$ cat src/hdl/bff_pkg.sv
// Shared constants and types for the band-pass FIR filter unit.
// Used by bff_mac and bandpass_fir_filter_unit; depends on nothing.
`default_nettype none

package bff_pkg;

    localparam int TAPS_DEF        = 29;
    localparam int SAMPLE_BITS_DEF = 16;
    localparam int COEF_BITS_DEF   = 18;
    localparam int ACC_BITS        = 40;

    typedef struct packed {
        logic vld;
        logic first;
        logic last;
    } bff_mac_ctl_t;

    typedef struct packed {
        logic done;
        logic clip;
    } bff_mac_res_t;

endpackage

`default_nettype wire

$ cat src/hdl/bff_ram.sv
// Simple dual-port synchronous RAM with one write port and a registered read port.
// Standalone; instantiated by bandpass_fir_filter_unit for taps and sample history.
`default_nettype none

module bff_ram #(
    parameter int WIDTH = 16,
    parameter int DEPTH = 29,
    localparam int ADDR_BITS = $clog2(DEPTH)
) (
    input  wire logic                 aclk,
    input  wire logic                 we,
    input  wire logic [ADDR_BITS-1:0] waddr,
    input  wire logic [WIDTH-1:0]     wdata,
    input  wire logic                 re,
    input  wire logic [ADDR_BITS-1:0] raddr,
    output logic      [WIDTH-1:0]     rdata
);

    logic [WIDTH-1:0] mem [DEPTH];
    logic [WIDTH-1:0] rdata_reg;

    always_ff @(posedge aclk) begin
        if (we) begin
            mem[waddr] <= wdata;
        end
        if (re) begin
            rdata_reg <= mem[raddr];
        end
    end

    assign rdata = rdata_reg;

endmodule

`default_nettype wire

$ cat src/hdl/bff_mac.sv
// Pipelined multiply-accumulate with rounding and saturation for the FIR unit.
// Depends on bff_pkg for the accumulator width and control structs.
`default_nettype none

module bff_mac #(
    parameter int SAMPLE_BITS = bff_pkg::SAMPLE_BITS_DEF,
    parameter int COEF_BITS   = bff_pkg::COEF_BITS_DEF
) (
    input  wire logic                          aclk,
    input  wire logic                          aresetn,
    input  wire bff_pkg::bff_mac_ctl_t         ctl,
    input  wire logic signed [SAMPLE_BITS-1:0] sample_i,
    input  wire logic signed [COEF_BITS-1:0]   coef_i,
    output bff_pkg::bff_mac_res_t              res,
    output logic signed [SAMPLE_BITS-1:0]      sample_o
);

    localparam int ACC      = bff_pkg::ACC_BITS;
    localparam int PW       = SAMPLE_BITS + COEF_BITS;
    localparam int EW       = (PW > ACC) ? PW : ACC;
    localparam int CF       = COEF_BITS - 3;
    localparam int SUM_BITS = ACC + 1;
    localparam logic signed [SUM_BITS-1:0] HALF = SUM_BITS'(64'd1 << (CF - 1));
    localparam logic signed [SUM_BITS-1:0] HI   =
        SUM_BITS'((64'sd1 <<< (SAMPLE_BITS - 1)) - 64'sd1);
    localparam logic signed [SUM_BITS-1:0] LO   = -HI - SUM_BITS'(1);

    logic signed [PW-1:0]          prod_reg;
    logic signed [PW-1:0]          prod_next;
    bff_pkg::bff_mac_ctl_t         pctl_reg;
    logic signed [EW-1:0]          prod_ext;
    logic signed [ACC-1:0]         prod_acc;
    logic signed [ACC-1:0]         acc_reg;
    logic                          last_reg;
    logic signed [SUM_BITS-1:0]    sum;
    logic signed [SUM_BITS-1:0]    shifted;
    logic signed [SAMPLE_BITS-1:0] sample_next;
    logic                          clip_next;
    logic signed [SAMPLE_BITS-1:0] sample_reg;
    logic                          clip_reg;
    logic                          done_reg;

    assign prod_next = sample_i * coef_i;
    assign prod_ext  = EW'(prod_reg);
    assign prod_acc  = prod_ext[ACC-1:0];

    assign sum     = SUM_BITS'(acc_reg) + HALF;
    assign shifted = sum >>> CF;

    always_comb begin
        priority if (shifted > HI) begin
            sample_next = SAMPLE_BITS'(HI);
            clip_next   = 1'b1;
        end else if (shifted < LO) begin
            sample_next = SAMPLE_BITS'(LO);
            clip_next   = 1'b1;
        end else begin
            sample_next = shifted[SAMPLE_BITS-1:0];
            clip_next   = 1'b0;
        end
    end

    always_ff @(posedge aclk) begin
        if (!aresetn) begin
            pctl_reg <= '0;
            last_reg <= 1'b0;
            done_reg <= 1'b0;
        end else begin
            pctl_reg <= ctl;
            last_reg <= pctl_reg.vld & pctl_reg.last;
            done_reg <= last_reg;
        end
    end

    always_ff @(posedge aclk) begin
        prod_reg <= prod_next;
        if (pctl_reg.vld) begin
            acc_reg <= pctl_reg.first ? prod_acc : acc_reg + prod_acc;
        end
        if (last_reg) begin
            sample_reg <= sample_next;
            clip_reg   <= clip_next;
        end
    end

    assign res.done = done_reg;
    assign res.clip = clip_reg;
    assign sample_o = sample_reg;

endmodule

`default_nettype wire

$ cat src/hdl/bandpass_fir_filter_unit.sv
// Top level of the band-pass FIR filter unit: sequencer, tap and history memories.
// Depends on bff_pkg, bff_ram and bff_mac.
//
// Usage: words arrive on the s_ channel. A word with s_cmd high writes one
// coefficient at s_tap_index while the unit stays idle; indexes of TAPS and
// above are dropped. A word with s_cmd low writes one sample into the history
// ring. Once TAPS earlier samples are held, the sample starts a convolution
// that walks one tap per cycle through both memories and one shared
// multiplier; the result passes the memory read, product, accumulator and
// rounding registers to reach the m_ channel. Samples taken during warm-up
// give no result and leave the unit idle. s_ready is high only between items,
// so the unit takes no new word until a convolution is through; throughput is
// bound by the single read port per memory and the one multiply-accumulate unit.
// The result sits in an output register; the next word is taken while it
// waits. If the receiver still stalls when a new result is ready, the unit
// holds that result and stops taking words until the register frees up.
// Reset clears the warm-up count, the ring position and the per-tap valid
// bits, so every coefficient reads as zero until written; no clearing pass.
`default_nettype none

module bandpass_fir_filter_unit #(
    parameter int TAPS        = bff_pkg::TAPS_DEF,
    parameter int SAMPLE_BITS = bff_pkg::SAMPLE_BITS_DEF,
    parameter int COEF_BITS   = bff_pkg::COEF_BITS_DEF,
    localparam int IDX_BITS   = $clog2(TAPS)
) (
    input  wire logic                          aclk,
    input  wire logic                          aresetn,
    input  wire logic                          s_valid,
    output logic                               s_ready,
    input  wire logic                          s_cmd,
    input  wire logic [IDX_BITS-1:0]           s_tap_index,
    input  wire logic signed [COEF_BITS-1:0]   s_tap_value,
    input  wire logic signed [SAMPLE_BITS-1:0] s_sample_in,
    output logic                               m_valid,
    input  wire logic                          m_ready,
    output logic signed [SAMPLE_BITS-1:0]      m_sample_out,
    output logic                               m_clipped
);

    localparam int CNT_BITS = $clog2(TAPS + 1);
    localparam logic [IDX_BITS-1:0] LAST_IDX = IDX_BITS'(TAPS - 1);

    localparam logic [1:0] ST_IDLE  = 2'd0;
    localparam logic [1:0] ST_RUN   = 2'd1;
    localparam logic [1:0] ST_DRAIN = 2'd2;
    localparam logic [1:0] ST_HOLD  = 2'd3;

    logic [1:0]                    state_reg, state_next;
    logic [IDX_BITS-1:0]           pos_reg, pos_next;
    logic [CNT_BITS-1:0]           seen_reg, seen_next;
    logic [IDX_BITS-1:0]           cnt_reg, cnt_next;
    logic [IDX_BITS-1:0]           slot_reg, slot_next;
    logic [TAPS-1:0]               coef_vld_reg, coef_vld_next;
    logic                          coef_rd_vld_reg;
    bff_pkg::bff_mac_ctl_t         rd_ctl_reg, rd_ctl_next;
    logic                          m_valid_reg, m_valid_next;
    logic signed [SAMPLE_BITS-1:0] m_sample_reg;
    logic                          m_clip_reg;

    logic                          accept;
    logic                          tap_in_range;
    logic                          coef_we;
    logic                          samp_we;
    logic                          run;
    logic                          out_free;
    logic                          load_out;
    logic [COEF_BITS-1:0]          coef_rdata;
    logic [SAMPLE_BITS-1:0]        samp_rdata;
    logic signed [COEF_BITS-1:0]   coef_q;
    bff_pkg::bff_mac_res_t         mac_res;
    logic signed [SAMPLE_BITS-1:0] mac_sample;

    assign s_ready      = (state_reg == ST_IDLE);
    assign accept       = s_valid & s_ready;
    assign tap_in_range = (IDX_BITS + 1)'(s_tap_index) < (IDX_BITS + 1)'(TAPS);
    assign coef_we      = accept & s_cmd & tap_in_range;
    assign samp_we      = accept & ~s_cmd;
    assign run          = (state_reg == ST_RUN);
    assign out_free     = ~m_valid_reg | m_ready;

    bff_ram #(
        .WIDTH (COEF_BITS),
        .DEPTH (TAPS)
    ) u_coef_ram (
        .aclk  (aclk),
        .we    (coef_we),
        .waddr (s_tap_index),
        .wdata (s_tap_value),
        .re    (run),
        .raddr (cnt_reg),
        .rdata (coef_rdata)
    );

    bff_ram #(
        .WIDTH (SAMPLE_BITS),
        .DEPTH (TAPS)
    ) u_samp_ram (
        .aclk  (aclk),
        .we    (samp_we),
        .waddr (pos_reg),
        .wdata (s_sample_in),
        .re    (run),
        .raddr (slot_reg),
        .rdata (samp_rdata)
    );

    assign coef_q = coef_rd_vld_reg ? signed'(coef_rdata) : '0;

    bff_mac #(
        .SAMPLE_BITS (SAMPLE_BITS),
        .COEF_BITS   (COEF_BITS)
    ) u_mac (
        .aclk     (aclk),
        .aresetn  (aresetn),
        .ctl      (rd_ctl_reg),
        .sample_i (signed'(samp_rdata)),
        .coef_i   (coef_q),
        .res      (mac_res),
        .sample_o (mac_sample)
    );

    always_comb begin
        state_next    = state_reg;
        pos_next      = pos_reg;
        seen_next     = seen_reg;
        cnt_next      = cnt_reg;
        slot_next     = slot_reg;
        coef_vld_next = coef_vld_reg;
        rd_ctl_next   = '0;
        load_out      = 1'b0;
        unique case (state_reg)
            ST_IDLE: begin
                if (coef_we) begin
                    coef_vld_next[s_tap_index] = 1'b1;
                end
                if (samp_we) begin
                    pos_next = (pos_reg == LAST_IDX) ? '0 : pos_reg + IDX_BITS'(1);
                    if (seen_reg == CNT_BITS'(TAPS)) begin
                        state_next = ST_RUN;
                        cnt_next   = '0;
                        slot_next  = pos_reg;
                    end else begin
                        seen_next = seen_reg + CNT_BITS'(1);
                    end
                end
            end
            ST_RUN: begin
                rd_ctl_next.vld   = 1'b1;
                rd_ctl_next.first = (cnt_reg == '0);
                rd_ctl_next.last  = (cnt_reg == LAST_IDX);
                slot_next = (slot_reg == '0) ? LAST_IDX : slot_reg - IDX_BITS'(1);
                cnt_next  = cnt_reg + IDX_BITS'(1);
                if (cnt_reg == LAST_IDX) begin
                    state_next = ST_DRAIN;
                end
            end
            ST_DRAIN: begin
                if (mac_res.done) begin
                    if (out_free) begin
                        load_out   = 1'b1;
                        state_next = ST_IDLE;
                    end else begin
                        state_next = ST_HOLD;
                    end
                end
            end
            ST_HOLD: begin
                if (out_free) begin
                    load_out   = 1'b1;
                    state_next = ST_IDLE;
                end
            end
            default: begin
                state_next = ST_IDLE;
            end
        endcase
    end

    always_comb begin
        m_valid_next = m_valid_reg;
        if (load_out) begin
            m_valid_next = 1'b1;
        end else if (m_ready) begin
            m_valid_next = 1'b0;
        end
    end

    always_ff @(posedge aclk) begin
        if (!aresetn) begin
            state_reg    <= ST_IDLE;
            pos_reg      <= '0;
            seen_reg     <= '0;
            cnt_reg      <= '0;
            slot_reg     <= '0;
            coef_vld_reg <= '0;
            rd_ctl_reg   <= '0;
            m_valid_reg  <= 1'b0;
        end else begin
            state_reg    <= state_next;
            pos_reg      <= pos_next;
            seen_reg     <= seen_next;
            cnt_reg      <= cnt_next;
            slot_reg     <= slot_next;
            coef_vld_reg <= coef_vld_next;
            rd_ctl_reg   <= rd_ctl_next;
            m_valid_reg  <= m_valid_next;
        end
    end

    always_ff @(posedge aclk) begin
        if (run) begin
            coef_rd_vld_reg <= coef_vld_reg[cnt_reg];
        end
        if (load_out) begin
            m_sample_reg <= mac_sample;
            m_clip_reg   <= mac_res.clip;
        end
    end

    assign m_valid      = m_valid_reg;
    assign m_sample_out = m_sample_reg;
    assign m_clipped    = m_clip_reg;

`ifndef SYNTHESIS
    a_taps_stable_in_run: assert property (@(posedge aclk) disable iff (!aresetn)
        (state_reg == ST_RUN) |=> $stable(coef_vld_reg))
        else $error("Coefficient valid bits changed during a convolution.");

    a_done_in_drain: assert property (@(posedge aclk) disable iff (!aresetn)
        mac_res.done |-> (state_reg == ST_DRAIN))
        else $error("MAC result arrived outside the drain phase.");

    a_hold_has_pending: assert property (@(posedge aclk) disable iff (!aresetn)
        (state_reg == ST_HOLD) |-> m_valid_reg)
        else $error("Hold state entered with a free output register.");

    a_run_needs_warm: assert property (@(posedge aclk) disable iff (!aresetn)
        (state_reg == ST_RUN) |-> (seen_reg == CNT_BITS'(TAPS)))
        else $error("Convolution started before the history was full.");
`endif

endmodule

`default_nettype wire
$ cat config.mk
export PLATFORM = sky130hd
export DESIGN_NAME = bandpass_fir_filter_unit
export DESIGN_NICKNAME = d
export VERILOG_FILES = /design/src/hdl/bff_pkg.sv /design/src/hdl/bff_ram.sv /design/src/hdl/bff_mac.sv /design/src/hdl/bandpass_fir_filter_unit.sv
export SDC_FILE = /design/constraint.sdc
export NUM_CORES = 2
export LEC_CHECK = 0
export BUFFER_PORTS_ARGS = -buffer_cell sky130_fd_sc_hd__buf_4
export CORE_ASPECT_RATIO = 0.9
export CORE_MARGIN = 5
export CORE_UTILIZATION = 50
export CTS_BUF_LIST = sky130_fd_sc_hd__clkbuf_8
export CTS_CLUSTER_SIZE = 12
export DETAILED_ROUTE_END_ITERATION = 16
export HOLD_SLACK_MARGIN = 0.12
export PLACE_DENSITY = 0.65
export SYNTH_ARGS = -nofsm -noshare
export SYNTH_HDL_FRONTEND = slang
export SYNTH_SLANG_ARGS = --single-unit
$ cat constraint.sdc
create_clock -name aclk -period 8.1 [get_ports aclk]
set_input_delay 0 -clock aclk [delete_from_list [all_inputs] [get_ports aclk]]
set_output_delay 0 -clock aclk [all_outputs]
set_load 0.005 [all_outputs]
# After elaboration in Yosys (flattened, before gate mapping)
# Memories as Yosys holds them, arrays and structs flattened. A register that Yosys moved wholly into a read port is not among the register bits.
# Cells that the tools add are included.
dict set report classes {
  multipliers 1
  order_cmp 6
  add_sub_neg 6
  mux 33
  bitwise_logic 10
  eq_ne 11
  n_reduce_logical 12
}
# op n
set op_table {}
lappend op_table {{40-bit by 16-bit adder with 41-bit output, second input constant} 1}
lappend op_table {{40-bit by 34-bit adder with 40-bit output} 1}
lappend op_table {{40-bit two-way mux} 1}
lappend op_table {{16-bit by 18-bit multiplier with 34-bit output} 1}
lappend op_table {{5-bit two-way mux} 6}
lappend op_table {{29-bit bitwise OR} 1}
lappend op_table {{26-bit by 16-bit > comparator with 1-bit output, second input constant} 1}
lappend op_table {{26-bit by 16-bit < comparator with 1-bit output, second input constant} 1}
lappend op_table {{5-bit one-hot mux with 2 select lines} 2}
lappend op_table {{18-bit two-way mux} 1}
lappend op_table {{16-bit two-way mux} 1}
lappend op_table {{5-bit by 1-bit adder with 5-bit output, second input constant} 3}
lappend op_table {{5-bit equality test, second input constant} 3}
lappend op_table {{5-bit by 6-bit < comparator with 1-bit output, second input constant} 2}
lappend op_table {{2-bit two-way mux} 6}
lappend op_table {{1-bit two-way mux} 11}
lappend op_table {{5-bit logical NOT} 2}
lappend op_table {{2-bit by 1-bit inequality test with 1-bit output, second input constant} 4}
lappend op_table {{2-bit one-hot mux with 4 select lines} 1}
lappend op_table {{2-bit AND reduction} 3}
lappend op_table {{3-bit AND reduction} 2}
lappend op_table {{1-bit AND} 5}
lappend op_table {{1-bit binary-select mux with 5-bit select} 1}
lappend op_table {{1-bit demux with 5-bit select} 1}
lappend op_table {{14 further kinds} 18}
dict set report word_totals {
  inputBits 44
  reg_bits 169
  n_memories 2
  elab_cells 103
  mem_bits_rw 986
}
# memory depth word_bits read_ports rd_clocked_by_memory_dff wr line_no
set memory_table {}
lappend memory_table {u_coef_ram.mem 29 18 1 1 1 bff_ram.sv:19} ;# logic [WIDTH-1:0] mem [DEPTH];
lappend memory_table {u_samp_ram.mem 29 16 1 1 1 bff_ram.sv:19}

# Logic depth before layout (Yosys ltp)
dict set report logic_depth {
  ltp_word 6
  depth_mapped 25
  depth_no_buf 23
}

# Hierarchy
# From an unflattened synthesis, not the netlist that was laid out.
dict set report unflattened {
  hier_cells 3994
  hier_area_um2 59066.6
}
# module cells_each instances area_per_inst_um2
set by_module_without_submodules {}
lappend by_module_without_submodules {{bff_ram at u_coef_ram} 969 1 20599.8}
lappend by_module_without_submodules {{bff_ram at u_samp_ram} 869 1 18425.2}
lappend by_module_without_submodules {bff_mac 1827 1 16727.3}
lappend by_module_without_submodules {bandpass_fir_filter_unit 329 1 3314.4}

# Worst setup path before layout
# Ideal clock, no wire load.
dict set report synth_timing {
  path_type {register -> register}
  start {register coef_rd_vld_reg}
  end {register u_mac.prod_reg[32]}
  path_slack_ns 1.898
  required_ns 7.969
  synth_period_minus_slack_ns 6.202
  arrival_ns 6.071
  setup_time_ns 0.131
  stages_incl_launch_ff 26
  cell_sequence {edfxtp_1 clkbuf_1 and2_1 clkbuf_1 nand2_1 fa_1 inv_1 fa_1 inv_1 fa_1 inv_1 fa_1 fa_1 inv_1 fa_1 inv_1 ha_1 a21o_1 a21o_1 a21oi_1 o21ai_0 a32o_1 o211ai_1 nor3b_1 o31ai_1 xor2_1}
}
dict set report synth_between {
  elab_chain_len 2
}
# element line_no
set synth_lines {}
lappend synth_lines {{start, declared} bandpass_fir_filter_unit.sv:55} ;# logic coef_rd_vld_reg;
lappend synth_lines {{start signal, assigned} bandpass_fir_filter_unit.sv:213} ;# coef_rd_vld_reg <= coef_vld_reg[cnt_reg];
lappend synth_lines {{18-bit two-way mux} bandpass_fir_filter_unit.sv:108} ;# assign coef_q = coef_rd_vld_reg ? signed'(coef_rdata) : '0;
lappend synth_lines {{16-bit by 18-bit multiplier with 34-bit output} bff_mac.sv:43} ;# assign prod_next = sample_i * coef_i;
lappend synth_lines {{named net u_mac.prod_next[32]} bff_mac.sv:29} ;# logic signed [PW-1:0] prod_next;
lappend synth_lines {{end signal, assigned} bff_mac.sv:76} ;# prod_reg <= prod_next;
lappend synth_lines {{end, declared} bff_mac.sv:28} ;# logic signed [PW-1:0] prod_reg;
# The timed path passes the listed nets, and every way through them passes these cells.
# A chain may end at the register's enable or synchronous reset.

# Worst setup path in the final report
# Same ends and word-level chain as after synthesis.

==> impl_metrics.prom <==
# TYPE chip_impl_metric gauge
chip_impl_metric{name="final_net_count",unit=""} 4302
chip_impl_metric{name="critPathMaxFanout",unit=""} 159
chip_impl_metric{name="postSynth.asyncResetShare",unit=""} 0
chip_impl_metric{name="clkTransAtPathRegs",unit="ns"} 0.06
chip_impl_metric{name="fillerInstances",unit=""} 8990
chip_impl_metric{name="critPathRequiredTime",unit="ns"} 8.86
chip_impl_metric{name="area_overhead_of_the_layout_relative_to_synthesis",unit="%"} 11.6
chip_impl_metric{name="average_footprint_of_a_synthesized_cell",unit="µm²"} 16.2
chip_impl_metric{name="power.static_leakage",unit="nW"} 23.3
chip_impl_metric{name="worst_slew_margin_rel",unit=""} 0.169
chip_impl_metric{name="finalWeightedCongestion",unit=""} 0.894
chip_impl_metric{name="transition_time_at_the_pin_with_the_least_slew_margin",unit="ns"} 1.24
chip_impl_metric{name="postRouteAntennaNets",unit=""} 0
chip_impl_metric{name="postSynthRegisterBits",unit=""} 1189
chip_impl_metric{name="design_power_total",unit="mW"} 11.6
chip_impl_metric{name="layout_min_cycle_time",unit="ns"} 6.99
chip_impl_metric{name="total_standard_cell_area_after_synthesis",unit="mm²"} 0.0582
chip_impl_info{name="mostFrequentLayoutCells",value="1095 x edfxtp_1, 425 x inv_1, 315 x mux4_2, 291 x fa_1, 234 x nand2_1"} 1
chip_impl_info{name="most_common_cell_after_layout_fill_and_taps_aside",value="edfxtp_1"} 1
chip_impl_metric{name="drive_above_1_share",unit=""} 0.202
chip_impl_metric{name="design.die.area",unit="mm²"} 0.123
chip_impl_metric{name="fmax",unit="GHz"} 0.143
chip_impl_info{name="rsz0062_at_grt",value="no"} 1
chip_impl_metric{name="initial_core_util",unit=""} 0.504
chip_impl_metric{name="fp.dieH",unit="µm"} 334
chip_impl_metric{name="worst-r2r-setup-slack",unit="ns"} 1.11
chip_impl_metric{name="viasPerCell",unit=""} 5.64
chip_impl_metric{name="grt_start_max_net_pins",unit=""} 160
chip_impl_metric{name="post-route-drc-count",unit=""} 0
chip_impl_metric{name="dp_hpwl",unit="µm"} 81000
chip_impl_metric{name="final_clock_skew",unit="ns"} 0.0638
chip_impl_metric{name="yosysUniqueCellTypes",unit=""} 78
chip_impl_metric{name="first_global_vias",unit=""} 32401
chip_impl_metric{name="cts_inserted_buffers",unit=""} 186
chip_impl_metric{name="final-hold-violation-count",unit=""} 0
chip_impl_metric{name="flip_flop_count_of_the_largest_register_all_copies_and_words_added",unit=""} 522
chip_impl_metric{name="layout_worst_path_cycle_share",unit=""} 0.862
chip_impl_metric{name="timing_max_transition_violations_final",unit=""} 0
chip_impl_metric{name="max_vdd_drop",unit="V"} 0.000167
chip_impl_metric{name="core",unit="mm²"} 0.115
chip_impl_metric{name="die_w",unit="µm"} 370
chip_impl_metric{name="synth_edf_count",unit=""} 1095
chip_impl_metric{name="antenna_violations_before_repair",unit=""} 3
chip_impl_metric{name="dpl_cell_area",unit="mm²"} 0.0606
chip_impl_info{name="result_of_the_run",value="completed"} 1
chip_impl_info{name="critPathCaptureType",value="register"} 1
chip_impl_info{name="cp-start-kind",value="register"} 1
chip_impl_metric{name="grt-ovfl-total",unit=""} 0
chip_impl_info{name="hold_path.class",value="in2reg"} 1
chip_impl_info{name="timing_worst_setup_path_type",value="reg2reg"} 1
chip_impl_metric{name="global_route.usage.total",unit=""} 0.214
chip_impl_metric{name="numClockSinks",unit=""} 1189
chip_impl_metric{name="ys_seq_area_frac",unit=""} 0.598
chip_impl_metric{name="boundaryPins",unit=""} 63
chip_impl_metric{name="insertion_delay",unit="ns"} 0.90
chip_impl_info{name="cts_tree",value="done"} 1
chip_impl_metric{name="drt_iter0_drc",unit=""} 2844
chip_impl_metric{name="synthesis.nets",unit=""} 4068
chip_impl_metric{name="buffer_ports.inserted",unit=""} 62
chip_impl_metric{name="routed_wirelength",unit="µm"} 129000
chip_impl_metric{name="clock_tree.buffer_depth",unit=""} 3
chip_impl_metric{name="routed_wire_length_per_instance",unit="µm"} 23.3
chip_impl_metric{name="placement_rows",unit=""} 118
chip_impl_info{name="ys_dominant_reg_cell",value="edfxtp_1"} 1
chip_impl_metric{name="max_cap_viol_count",unit=""} 0
chip_impl_metric{name="finalSetupTns",unit="ns"} 0
chip_impl_metric{name="htreeDepth",unit=""} 4
chip_impl_metric{name="grt_first_pass_wirelength",unit="µm"} 199000
chip_impl_metric{name="finished_cell_area",unit="mm²"} 0.0649
chip_impl_metric{name="cts_resized",unit=""} 0
chip_impl_metric{name="vias",unit=""} 31292
chip_impl_metric{name="yosysWarningCount",unit=""} 0
chip_impl_metric{name="post_synth_inst_count",unit=""} 3598
chip_impl_metric{name="detailedRoute.firstPassIterationCount",unit=""} 6
chip_impl_metric{name="worstPathArrival",unit="ns"} 7.75
chip_impl_metric{name="finalSetupViolations",unit=""} 0
chip_impl_metric{name="p_per_area",unit="mW/mm²"} 178
chip_impl_info{name="clk_root_buffer_cell",value="clkbuf_8"} 1
## synth_stat cells (all sizes together) (4+ instances only)
cell type | n | area, µm²
nand3 | 36 | 180
a31oi | 6 | 37.5
o21bai | 6 | 45.0
o221ai | 6 | 52.6
nand2b | 15 | 101
mux4 | 315 | 7090
nor2 | 131 | 497
nor3b | 4 | 30.0
mux2 | 37 | 417
o21a | 38 | 285
or2 | 5 | 33.8
and2 | 32 | 200
a21oi | 74 | 374
a22oi | 7 | 52.6
a21boi | 4 | 30.0
xor2 | 44 | 385
nand3b | 9 | 67.6
dfxtp | 94 | 1880
and3 | 155 | 976
a211oi | 8 | 60.1
nand4 | 15 | 109
nor3 | 15 | 85.1
xnor2 | 52 | 455
inv | 355 | 1330
and4 | 4 | 36.3
a21o | 35 | 263
nand2 | 234 | 878
o21ai | 102 | 544
nor4 | 4 | 25.0
clkbuf | 131 | 495
ha | 135 | 1690
or3 | 8 | 50.1
buf | 36 | 178
fa | 291 | 5830
o211ai | 6 | 45.0
edfxtp | 1095 | 32900
nor2b | 13 | 81.3
o31ai | 8 | 73.8
## path summary, 6_finish.rpt
check,startpoint,endpoint,depth (start not counted)
setup / recovery,coef_rd_vld_reg$_DFFE_PP_,u_mac.prod_reg[32]$_DFF_P_,20
hold / removal,aresetn,coef_vld_reg[16]$_SDFFE_PN0P_,3
setup reg to reg,coef_rd_vld_reg$_DFFE_PP_,u_mac.prod_reg[32]$_DFF_P_,20
hold reg to reg,u_mac.sample_o[11]$_SDFFCE_PN1P_,m_sample_out[11]$_DFFE_PP_,0
## worst max-delay path, cell delays in order (launching register included)
cell and delay, ns:
edfxtp_1 0.38, buf_12 0.34, and2_1 0.49, nand2_1 0.15, fa_1 0.55, fa_1 0.58, fa_1 0.48, fa_1 0.55
inv_1 0.05, fa_1 0.49, fa_1 0.41, ha_1 0.36, a21o_1 0.18, a21oi_1 0.14, o221ai_1 0.14, or2_2 0.34
a32o_1 0.27, o211ai_1 0.23, nor3b_1 0.30, o31ai_1 0.14, xor2_1 0.15
## cell type report
cell class	count	area, µm²	share of cell area
clock buffers	188	2590	0.0399
multi-input cells	1886	21600	0.332
repair buffers	213	1840	0.0283
inverters	356	1340	0.0206
diodes	4	10.0	0.000154
well taps	1560	1950	0.0301
clock inverters	150	856	0.0132
flip-flops and latches	1189	34800	0.536
## routing by layer
layer,global-route usage,vias up,routed length [µm]
li1,-,13867,-
met3,0.0387,185,8450
met1,0.315,16267,57600
met2,0.334,971,60500
met4,0.0550,2,2420
met5,0,-,13
## what timing repair did
action                     CTS  global route
hold buffers                85             0
hold endpoints to repair  1583             0
buffers inserted             0             0
## cells by family (layout without fill, tap and decap cells)
kind of cell,Yosys count,after routing,share of synthesized area
adders and majority gates,426,426,0.129
xor gates and xnor gates,96,96,0.0145
buffers and inverters,523,907,0.0345
AOI/OAI and AO/OA,324,324,0.0361
muxes,354,354,0.129
DFF,1189,1189,0.598
other,0,4,0
and+or+nand+nor,686,686,0.0585
## through the flow
stage	hold WS, ns	util	cells	worst slack [ns]
after floorplan	0.0989	-	3598	1.90
after global placement	0.399	0.526	5119	1.35
after detailed placement	0.402	0.526	5119	1.20
after CTS	0.130	0.563	5542	1.19
after global routing	0.190	0.563	5546	0.680
final	0.231	0.563	5546	1.11
## report_power, final
| part | switching (mW) | total, mW | internal (mW) |
|---|---|---|---|
| clock network | 2.38 | 4.68 | 2.29 |
| logic | 0.124 | 0.185 | 0.0610 |
| registers | 0.00579 | 6.72 | 6.71 |
| total | 2.51 | 11.6 | 9.07 |
Note: power is estimated with default switching activity, not from simulation.
